## src/sv/fst_pkg.sv

```systemverilog
// ----------------------------------------------------------------------------
// fst_pkg
// Types and constants shared by the frequency slot table controller, datapath
// and top level.
// ----------------------------------------------------------------------------
`default_nettype none

package fst_pkg;

  localparam logic [31:0] MIN_FREQ_HZ = 32'd100000000;
  localparam logic [15:0] MAX_BW_KHZ  = 16'd10000;
  localparam logic [7:0]  NO_SLOT     = 8'hFF;

  typedef enum logic [2:0] {
    CMD_ALLOC       = 3'd0,
    CMD_RELEASE     = 3'd1,
    CMD_READ        = 3'd2,
    CMD_SET_DIR     = 3'd3,
    CMD_RELEASE_ALL = 3'd4
  } cmd_code_t;

  typedef enum logic [2:0] {
    ST_OK          = 3'd0,
    ST_NOT_ENABLED = 3'd1,
    ST_BAD_INDEX   = 3'd2,
    ST_SLOT_IDLE   = 3'd3,
    ST_BAD_FREQ    = 3'd4,
    ST_BAD_BW      = 3'd5,
    ST_FULL        = 3'd6,
    ST_PRESENT     = 3'd7
  } status_code_t;

  typedef enum logic [1:0] {
    S_IDLE,
    S_COMPARE,
    S_EXECUTE
  } state_t;

  typedef struct packed {
    logic load;
    logic compare;
    logic execute;
  } dp_cmd_t;

  typedef struct packed {
    logic out_free;
  } dp_status_t;

endpackage

`default_nettype wire

```

## src/sv/fst_ctrl.sv

```systemverilog
// ----------------------------------------------------------------------------
// fst_ctrl
// Sequencer for one request: capture, compare against the table, execute.
// ----------------------------------------------------------------------------
`default_nettype none

module fst_ctrl (
  input  wire logic              clk,
  input  wire logic              rst_n,
  input  wire logic              in_valid,
  output logic                   in_ready,
  input  wire fst_pkg::dp_status_t dp_status,
  output fst_pkg::dp_cmd_t       dp_cmd
);

  fst_pkg::state_t state_r;
  fst_pkg::state_t state_nxt;

  always_ff @(posedge clk) begin
    if (!rst_n) begin
      state_r <= fst_pkg::S_IDLE;
    end else begin
      state_r <= state_nxt;
    end
  end

  always_comb begin
    state_nxt = state_r;
    case (state_r)
      fst_pkg::S_IDLE: begin
        if (in_valid) begin
          state_nxt = fst_pkg::S_COMPARE;
        end
      end
      fst_pkg::S_COMPARE: begin
        state_nxt = fst_pkg::S_EXECUTE;
      end
      fst_pkg::S_EXECUTE: begin
        if (dp_status.out_free) begin
          state_nxt = fst_pkg::S_IDLE;
        end
      end
      default: begin
        state_nxt = fst_pkg::S_IDLE;
      end
    endcase
  end

  always_comb begin
    in_ready        = 1'b0;
    dp_cmd.load     = 1'b0;
    dp_cmd.compare  = 1'b0;
    dp_cmd.execute  = 1'b0;
    case (state_r)
      fst_pkg::S_IDLE: begin
        in_ready    = 1'b1;
        dp_cmd.load = in_valid;
      end
      fst_pkg::S_COMPARE: begin
        dp_cmd.compare = 1'b1;
      end
      fst_pkg::S_EXECUTE: begin
        dp_cmd.execute = dp_status.out_free;
      end
      default: begin
        in_ready = 1'b0;
      end
    endcase
  end

endmodule

`default_nettype wire

```

## src/sv/fst_dp.sv

```systemverilog
// ----------------------------------------------------------------------------
// fst_dp
// Slot storage, parallel frequency compare, lowest-index pick, command
// execution and the result register.
// ----------------------------------------------------------------------------
`default_nettype none

module fst_dp #(
  parameter int SLOTS = 16
) (
  input  wire logic                clk,
  input  wire logic                rst_n,
  input  wire fst_pkg::dp_cmd_t    dp_cmd,
  output fst_pkg::dp_status_t      dp_status,
  input  wire logic                cfg_we,
  input  wire logic                cfg_wdata,
  input  wire logic [2:0]          in_cmd,
  input  wire logic [31:0]         in_frequency,
  input  wire logic [15:0]         in_bandwidth,
  input  wire logic [7:0]          in_user,
  input  wire logic [7:0]          in_power,
  input  wire logic [7:0]          in_slot,
  input  wire logic                in_tx_enable,
  input  wire logic                in_rx_enable,
  output logic                     out_valid,
  input  wire logic                out_ready,
  output logic [2:0]               out_status,
  output logic [7:0]               out_slot,
  output logic [31:0]              out_frequency,
  output logic [15:0]              out_bandwidth,
  output logic [7:0]               out_user,
  output logic [7:0]               out_power,
  output logic                     out_tx,
  output logic                     out_rx,
  output logic [7:0]               out_used_count
);

  localparam int IDX_W = (SLOTS > 1) ? $clog2(SLOTS) : 1;

  // request latch
  logic [2:0]  req_cmd_r;
  logic [31:0] req_freq_r;
  logic [15:0] req_bw_r;
  logic [7:0]  req_user_r;
  logic [7:0]  req_power_r;
  logic [7:0]  req_slot_r;
  logic        req_tx_r;
  logic        req_rx_r;

  // table
  logic             enabled_r, enabled_nxt;
  logic [SLOTS-1:0] used_r, used_nxt;
  logic [1:0]       dir_r [SLOTS];
  logic [1:0]       dir_nxt [SLOTS];
  logic [31:0]      freq_r [SLOTS];
  logic [15:0]      bw_r [SLOTS];
  logic [7:0]       user_r [SLOTS];
  logic [7:0]       power_r [SLOTS];
  logic [7:0]       total_r, total_nxt;

  // compare stage
  logic [SLOTS-1:0] match_r;
  logic [SLOTS-1:0] free_r;

  // pick and execute
  logic             match_any, free_any;
  logic [IDX_W-1:0] match_idx, free_idx;
  logic             idx_ok;
  logic [IDX_W-1:0] sidx;
  logic             alloc_we;
  logic [2:0]       res_status;
  logic [7:0]       res_slot;
  logic [31:0]      res_freq;
  logic [15:0]      res_bw;
  logic [7:0]       res_user;
  logic [7:0]       res_power;
  logic             res_tx;
  logic             res_rx;

  // result register
  logic        out_valid_r;
  logic [2:0]  out_status_r;
  logic [7:0]  out_slot_r;
  logic [31:0] out_freq_r;
  logic [15:0] out_bw_r;
  logic [7:0]  out_user_r;
  logic [7:0]  out_power_r;
  logic        out_tx_r;
  logic        out_rx_r;
  logic [7:0]  out_count_r;

  assign dp_status.out_free = !out_valid_r || out_ready;

  always_ff @(posedge clk) begin
    if (dp_cmd.load) begin
      req_cmd_r   <= in_cmd;
      req_freq_r  <= in_frequency;
      req_bw_r    <= in_bandwidth;
      req_user_r  <= in_user;
      req_power_r <= in_power;
      req_slot_r  <= in_slot;
      req_tx_r    <= in_tx_enable;
      req_rx_r    <= in_rx_enable;
    end
  end

  always_ff @(posedge clk) begin
    if (dp_cmd.compare) begin
      for (int i = 0; i < SLOTS; i++) begin
        match_r[i] <= used_r[i] && (freq_r[i] == req_freq_r);
        free_r[i]  <= !used_r[i];
      end
    end
  end

  always_comb begin
    match_any = 1'b0;
    free_any  = 1'b0;
    match_idx = '0;
    free_idx  = '0;
    for (int i = SLOTS - 1; i >= 0; i--) begin
      if (match_r[i]) begin
        match_any = 1'b1;
        match_idx = IDX_W'(i);
      end
      if (free_r[i]) begin
        free_any = 1'b1;
        free_idx = IDX_W'(i);
      end
    end
  end

  assign idx_ok = ({24'd0, req_slot_r} < 32'(SLOTS));
  assign sidx   = req_slot_r[IDX_W-1:0];

  always_comb begin
    enabled_nxt = enabled_r;
    used_nxt    = used_r;
    dir_nxt     = dir_r;
    total_nxt   = total_r;
    alloc_we    = 1'b0;
    res_status  = fst_pkg::ST_OK;
    res_slot    = fst_pkg::NO_SLOT;
    res_freq    = '0;
    res_bw      = '0;
    res_user    = '0;
    res_power   = '0;
    res_tx      = 1'b0;
    res_rx      = 1'b0;

    if (cfg_we) begin
      enabled_nxt = cfg_wdata;
      if (cfg_wdata && !enabled_r) begin
        used_nxt  = '0;
        total_nxt = '0;
        for (int i = 0; i < SLOTS; i++) begin
          dir_nxt[i] = 2'b00;
        end
      end
    end else if (dp_cmd.execute) begin
      if (!enabled_r) begin
        res_status = fst_pkg::ST_NOT_ENABLED;
      end else begin
        case (req_cmd_r)
          fst_pkg::CMD_ALLOC: begin
            if (req_freq_r < fst_pkg::MIN_FREQ_HZ) begin
              res_status = fst_pkg::ST_BAD_FREQ;
            end else if (req_bw_r == 16'd0 || req_bw_r > fst_pkg::MAX_BW_KHZ) begin
              res_status = fst_pkg::ST_BAD_BW;
            end else if (match_any) begin
              res_status = fst_pkg::ST_PRESENT;
              res_slot   = 8'(match_idx);
            end else if (free_any) begin
              alloc_we           = 1'b1;
              used_nxt[free_idx] = 1'b1;
              dir_nxt[free_idx]  = 2'b11;
              total_nxt          = total_r + 8'd1;
              res_slot           = 8'(free_idx);
            end else begin
              res_status = fst_pkg::ST_FULL;
            end
          end
          fst_pkg::CMD_RELEASE: begin
            if (!idx_ok) begin
              res_status = fst_pkg::ST_BAD_INDEX;
            end else if (used_r[sidx]) begin
              used_nxt[sidx] = 1'b0;
              dir_nxt[sidx]  = 2'b00;
              total_nxt      = total_r - 8'd1;
            end
          end
          fst_pkg::CMD_READ: begin
            if (!idx_ok) begin
              res_status = fst_pkg::ST_BAD_INDEX;
            end else if (!used_r[sidx]) begin
              res_status = fst_pkg::ST_SLOT_IDLE;
            end else begin
              res_slot  = req_slot_r;
              res_freq  = freq_r[sidx];
              res_bw    = bw_r[sidx];
              res_user  = user_r[sidx];
              res_power = power_r[sidx];
              res_tx    = dir_r[sidx][0];
              res_rx    = dir_r[sidx][1];
            end
          end
          fst_pkg::CMD_SET_DIR: begin
            if (!idx_ok) begin
              res_status = fst_pkg::ST_BAD_INDEX;
            end else if (!used_r[sidx]) begin
              res_status = fst_pkg::ST_SLOT_IDLE;
            end else begin
              dir_nxt[sidx] = {req_rx_r, req_tx_r};
            end
          end
          fst_pkg::CMD_RELEASE_ALL: begin
            used_nxt  = '0;
            total_nxt = '0;
            for (int i = 0; i < SLOTS; i++) begin
              dir_nxt[i] = 2'b00;
            end
          end
          default: begin
            res_status = fst_pkg::ST_BAD_INDEX;
          end
        endcase
      end
    end
  end

  always_ff @(posedge clk) begin
    if (!rst_n) begin
      enabled_r <= 1'b0;
      used_r    <= '0;
      total_r   <= '0;
      for (int i = 0; i < SLOTS; i++) begin
        dir_r[i] <= 2'b00;
      end
    end else begin
      enabled_r <= enabled_nxt;
      used_r    <= used_nxt;
      total_r   <= total_nxt;
      dir_r     <= dir_nxt;
    end
  end

  always_ff @(posedge clk) begin
    if (alloc_we) begin
      freq_r[free_idx]  <= req_freq_r;
      bw_r[free_idx]    <= req_bw_r;
      user_r[free_idx]  <= req_user_r;
      power_r[free_idx] <= req_power_r;
    end
  end

  always_ff @(posedge clk) begin
    if (!rst_n) begin
      out_valid_r <= 1'b0;
    end else if (dp_cmd.execute) begin
      out_valid_r <= 1'b1;
    end else if (out_ready) begin
      out_valid_r <= 1'b0;
    end
  end

  always_ff @(posedge clk) begin
    if (dp_cmd.execute) begin
      out_status_r <= res_status;
      out_slot_r   <= res_slot;
      out_freq_r   <= res_freq;
      out_bw_r     <= res_bw;
      out_user_r   <= res_user;
      out_power_r  <= res_power;
      out_tx_r     <= res_tx;
      out_rx_r     <= res_rx;
      out_count_r  <= total_nxt;
    end
  end

  assign out_valid      = out_valid_r;
  assign out_status     = out_status_r;
  assign out_slot       = out_slot_r;
  assign out_frequency  = out_freq_r;
  assign out_bandwidth  = out_bw_r;
  assign out_user       = out_user_r;
  assign out_power      = out_power_r;
  assign out_tx         = out_tx_r;
  assign out_rx         = out_rx_r;
  assign out_used_count = out_count_r;

endmodule

`default_nettype wire

```

## src/sv/frequency_slot_table.sv

```systemverilog
// ----------------------------------------------------------------------------
// frequency_slot_table
// Table of SLOTS frequency slots with allocate (duplicate check, lowest free
// slot), release, read, set direction and release all.
// ----------------------------------------------------------------------------
// A request passes through three steps: accept, a parallel compare of the
// requested frequency against every used slot, then a lowest-index pick and
// table update that loads the result register. The next request is accepted as
// soon as the previous one has loaded the result register; it waits in the
// execute step only while an earlier result is still held by out_ready low.
// The table must be enabled through cfg_we/cfg_wdata before use; a write
// that turns it on frees every slot. Entry contents are undefined until a
// slot is allocated.
`default_nettype none

module frequency_slot_table #(
  parameter int SLOTS = 16
) (
  input  wire logic        clk,
  input  wire logic        rst_n,
  input  wire logic        cfg_we,
  input  wire logic        cfg_wdata,
  input  wire logic        in_valid,
  output logic             in_ready,
  input  wire logic [2:0]  in_cmd,
  input  wire logic [31:0] in_frequency,
  input  wire logic [15:0] in_bandwidth,
  input  wire logic [7:0]  in_user,
  input  wire logic [7:0]  in_power,
  input  wire logic [7:0]  in_slot,
  input  wire logic        in_tx_enable,
  input  wire logic        in_rx_enable,
  output logic             out_valid,
  input  wire logic        out_ready,
  output logic [2:0]       out_status,
  output logic [7:0]       out_slot,
  output logic [31:0]      out_frequency,
  output logic [15:0]      out_bandwidth,
  output logic [7:0]       out_user,
  output logic [7:0]       out_power,
  output logic             out_tx,
  output logic             out_rx,
  output logic [7:0]       out_used_count
);

  fst_pkg::dp_cmd_t    dp_cmd;
  fst_pkg::dp_status_t dp_status;

  fst_ctrl u_ctrl (
    .clk       (clk),
    .rst_n     (rst_n),
    .in_valid  (in_valid),
    .in_ready  (in_ready),
    .dp_status (dp_status),
    .dp_cmd    (dp_cmd)
  );

  fst_dp #(
    .SLOTS (SLOTS)
  ) u_dp (
    .clk            (clk),
    .rst_n          (rst_n),
    .dp_cmd         (dp_cmd),
    .dp_status      (dp_status),
    .cfg_we         (cfg_we),
    .cfg_wdata      (cfg_wdata),
    .in_cmd         (in_cmd),
    .in_frequency   (in_frequency),
    .in_bandwidth   (in_bandwidth),
    .in_user        (in_user),
    .in_power       (in_power),
    .in_slot        (in_slot),
    .in_tx_enable   (in_tx_enable),
    .in_rx_enable   (in_rx_enable),
    .out_valid      (out_valid),
    .out_ready      (out_ready),
    .out_status     (out_status),
    .out_slot       (out_slot),
    .out_frequency  (out_frequency),
    .out_bandwidth  (out_bandwidth),
    .out_user       (out_user),
    .out_power      (out_power),
    .out_tx         (out_tx),
    .out_rx         (out_rx),
    .out_used_count (out_used_count)
  );

endmodule

`default_nettype wire
```

## config.mk

```make
export PLATFORM = sky130hd
export DESIGN_NAME = frequency_slot_table
export DESIGN_NICKNAME = d
export VERILOG_FILES = /design/src/sv/fst_pkg.sv /design/src/sv/fst_ctrl.sv /design/src/sv/fst_dp.sv /design/src/sv/frequency_slot_table.sv
export SDC_FILE = /design/constraint.sdc
export NUM_CORES = 2
export LEC_CHECK = 0
export BUFFER_PORTS_ARGS = -buffer_cell sky130_fd_sc_hd__buf_2
export CAP_MARGIN = 20
export CELL_PAD_IN_SITES_DETAIL_PLACEMENT = 0
export CELL_PAD_IN_SITES_GLOBAL_PLACEMENT = 1
export CORE_ASPECT_RATIO = 0.75
export CORE_MARGIN = 4
export CORE_UTILIZATION = 54
export DETAILED_ROUTE_END_ITERATION = 16
export PLACE_DENSITY_LB_ADDON = 0.1
export SYNTH_ARGS = -nofsm -noshare
export SYNTH_HDL_FRONTEND = slang
export SYNTH_HIERARCHICAL = 1
export SYNTH_SLANG_ARGS = --single-unit
```

## constraint.sdc

```tcl
create_clock -name clk -period 9 [get_ports clk]
set_clock_uncertainty 0.2 [all_clocks]
set_input_delay 1.8 -clock clk [delete_from_list [all_inputs] [get_ports clk]]
set_output_delay 1.8 -clock clk [all_outputs]
set_load 0.05 [all_outputs]
```

==> impl_metrics.json <==
{
  "status": "completed",
  "first_iter_violations": 4452,
  "synth.largest_area_cell": "edfxtp_1",
  "power_density_mw_per_mm2": 205.6,
  "cts_tree": "yes",
  "die_w_um": 378.5,
  "leakage_uw": 0.01939,
  "crit_path_top_delay_cell": "nor2_4",
  "drive_above_1_share_pct": 24.87,
  "rsz0062_at_grt": "false",
  "syn_to_final_growth_pct": 12.31,
  "clkPwrFrac_pct": 41.3,
  "first_global_vias": 30371,
  "routed_wirelength_um": 163500,
  "antenna_found_initial": 14,
  "synth_cell_type_count": 75,
  "cts.sinks": 1278,
  "syn_inst": 3107,
  "crit_family": "simple AND/OR/NAND/NOR gates",
  "synth-compound-area-share_pct": 3.044,
  "cts_setup_buffers": 0,
  "synth.ff_latch_count": 1278,
  "nFillCells": 7292,
  "core_area_mm2": 0.1017,
  "worst_ep_required_time_ns": 9.18,
  "cts_resized": 0,
  "grt.total_usage_pct": 30.30,
  "hold_viol": 0,
  "synth_top_family_by_area": "multiplexers",
  "synth_edf_count": 1218,
  "swShare_pct": 23.08,
  "remaining_drc_errors": 0,
  "path_class": "in -> reg",
  "clock_tree.root_cell": "clkbuf_16",
  "syn_nets": 3192,
  "grt.overflow.total": 0,
  "hp-class": "reg -> reg",
  "clk_path_buf_depth": 3,
  "grt_max_degree": 94,
  "avgSynthCellArea_um2": 17.90,
  "yosys-top-cells-area": "edfxtp_1 (66%), mux4_2 (13%), xnor2_1 (6.7%)",
  "combPwrFrac_pct": 7.0,
  "io_buffers": 169,
  "grt_first_pass_wirelength_um": 231200,
  "maxCapViolations": 0,
  "cts_hold_buf": 0,
  "maxSlewHeadroom_pct": 26.06,
  "die-area_mm2": 0.1082,
  "dr_total_vias": 31361,
  "p_int_uw": 9874,
  "place_ws_ns": 3.026,
  "whs_endpoint": "u_dp/dir_r[20]",
  "die_h_um": 285.9,
  "critPathLaunchType": "input port",
  "viasPerCell": 6.591,
  "drtAntennaViolNets": 0,
  "maxSlewViolCount": 0,
  "htree_num_levels": 4,
  "gp_congestion": 0.9519,
  "hpwl_um": 107800,
  "yosys_most_used_dff": "edfxtp_1",
  "synth_fa_ha_area_share_pct": 0.04500,
  "seqPwrFrac_pct": 51.7,
  "worstPathArrival_ns": 5.34,
  "clkTransAtPathRegs_ns": 0.06,
  "irDropWorstVdd_v": 0.0001681,
  "fin_setup_tns_ns": 0,
  "crit_chain": "buf_2, nand2b_1, and3b_4, nand2_1, nor2_1, nand2_1, buf_4, nor2_4, buf_4",
  "worst-path-max-fanout": 45,
  "synth_top_area_share_pct": 65.77,
  "post-route-min-period_ns": 5.159,
  "nNetsFinal": 3399,
  "final_area_mm2": 0.06245,
  "setup_slack_ns": 3.841,
  "place_area_mm2": 0.05823,
  "min_from": "u_dp/dir_r[20]",
  "muxShareOfSynthArea_pct": 14.13,
  "r2r_cells": 9,
  "cts_buffers": 130,
  "yosysSeqAreaShare_pct": 67.93,
  "yosys.area_share.simple_pct": 5.024,
  "cpPeakStageDelay_ns": 0.90,
  "setup_viol": 0,
  "regToRegSetupSlack_ns": 4.33,
  "first_pass_iters": 9,
  "avgRoutedWirePerCell_um": 34.37,
  "timing.fmax_ghz": 0.1938,
  "rows": 101,
  "period_share_pct": 57.33,
  "synth_xor_area_share_pct": 8.111,
  "ios": 170,
  "holdPathStages": 1,
  "rr_startpoint": "u_dp/req_bw_r[1]",
  "crit_path_end_kind": "flop",
  "yosysWarnings": 6,
  "final_util_pct": 61.39,
  "start_util_pct": 54.66,
  "clk_latency_ns": 0.77,
  "r2r_end": "u_dp/bw_r[4][2]",
  "path_buf_inv": 3,
  "worst_pin_slew_ns": 1.100,
  "switching_power_uw": 2963,
  "async_flop_share_pct": 0,
  "syn_area_mm2": 0.05561
}
## placed cells by master (no fill, tap or decap), types with 34 or more instances in the layout
| master | count |
|---|---|
| a21oi_1 | 70 |
| buf_2 | 172 |
| buf_4 | 83 |
| clkbuf_16 | 131 |
| dfxtp_1 | 60 |
| edfxtp_1 | 1218 |
| inv_1 | 34 |
| mux2i_1 | 36 |
| mux4_2 | 332 |
| nand2_1 | 46 |
| nand3_1 | 34 |
| nand4_1 | 116 |
| nor2_1 | 58 |
| nor2b_1 | 66 |
| nor4_1 | 60 |
| xnor2_1 | 425 |
| xor2_1 | 90 |
## cells in the mapped netlist (3+ instances only)
master       n
a31oi_1     10
o221a_2     14
mux2i_1     36
a21o_1       5
a21oi_1     70
inv_1       34
nor2b_1     66
nor3_1      21
nand3_1     35
nor4_2       6
edfxtp_1  1218
or3_1       13
nand2b_1    14
dfxtp_1     60
o21bai_1    22
buf_2       62
buf_1       25
nand2_1     46
o221a_1     13
o31ai_1      7
or2_2        9
xnor2_1    425
mux4_2     332
nor4_1      64
xor2_1      90
o21ai_0     24
and2_1      10
o211a_1     22
buf_4        3
clkbuf_1    95
a211oi_1     8
nand4_1    116
buf_6        3
nor2_1      75
o211ai_1     3
## sequential cells by signal, indices dropped and copies added (netlist names), 2 cells and up
register and flops:
u_dp/freq_r 512, u_dp/bw_r 256, u_dp/power_r 128, u_dp/user_r 128
u_dp/dir_r 32, u_dp/out_frequency 32, u_dp/req_freq_r 32, u_dp/free_r 16
u_dp/match_r 16, u_dp/out_bandwidth 16, u_dp/req_bw_r 16, u_dp/used_r 16
u_dp/out_power 8, u_dp/out_slot 8, u_dp/out_used_count 8, u_dp/out_user 8
u_dp/req_power_r 8, u_dp/req_slot_r 8, u_dp/req_user_r 8, u_dp/total_r 8
u_dp/out_status 3, u_dp/req_cmd_r 3, u_ctrl/state_r 2
## final cells by class
type                       instances  area, um^2  area share, %
timing repair buffer             264        1662          2.661
clock inverter                    64       673.1          1.078
tap                             1339        1675          2.683
sequential                      1278       37780          60.49
multi-input combinational       1606       17060          27.31
clock buffer                     168        3467          5.552
antenna                            5       12.51        0.02003
inverter                          34       127.6         0.2044
## worst max path at each step
stage | startpoint | endpoint | slack, ns | depth (start not counted)
after floorplan | out_ready | u_dp/bw_r[10][0] | 0.63 | 7
after global placement | out_ready | u_dp/freq_r[13][19] | 2.97 | 9
after detailed placement | out_ready | u_dp/bw_r[4][7] | 3.03 | 9
after CTS | u_dp/req_bw_r[1] | u_dp/bw_r[4][2] | 3.46 | 8
after global routing | out_ready | u_dp/bw_r[4][2] | 3.63 | 9
final | out_ready | u_dp/bw_r[4][2] | 3.84 | 9
## metrics by stage
stage	hold slack (ns)	power [uW]	instances
3_3_place_gp	0.2973	7635	4511
6_report	0.3234	12840	4758
5_1_grt	0.3480	13210	4753
2_1_floorplan	0.2631	7303	3107
4_1_cts	0.3248	12900	4746
3_5_place_dp	0.3103	7643	4514
## logic make-up after synthesis
group / Yosys count
DFF: 1278
xor gates and xnor gates: 515
and+or+nand+nor: 492
muxes: 370
AOI/OAI and AO/OA: 227
buffers and inverters: 223
adders and majority gates: 2
## power groups by stage
stage	Sequential (uW)	Clock (uW)	Combinational, uW
floorplan	6790	0	512
finish	6630	5300	901
detailed placement	6760	0	886
global route	6640	5640	935
CTS	6630	5380	889
global placement	6750	0	883
## per-layer routing
metal / share of wire [%] / wire [um] / global-route usage (%)
met1: 42 / 69020 / 46.40
met2: 43 / 69990 / 42.14
met3: 13 / 22010 / 11.24
met4: 1.5 / 2485 / 5.655
met5: 0.0061 / 10 / 0
(Power assumes the default switching activity.)
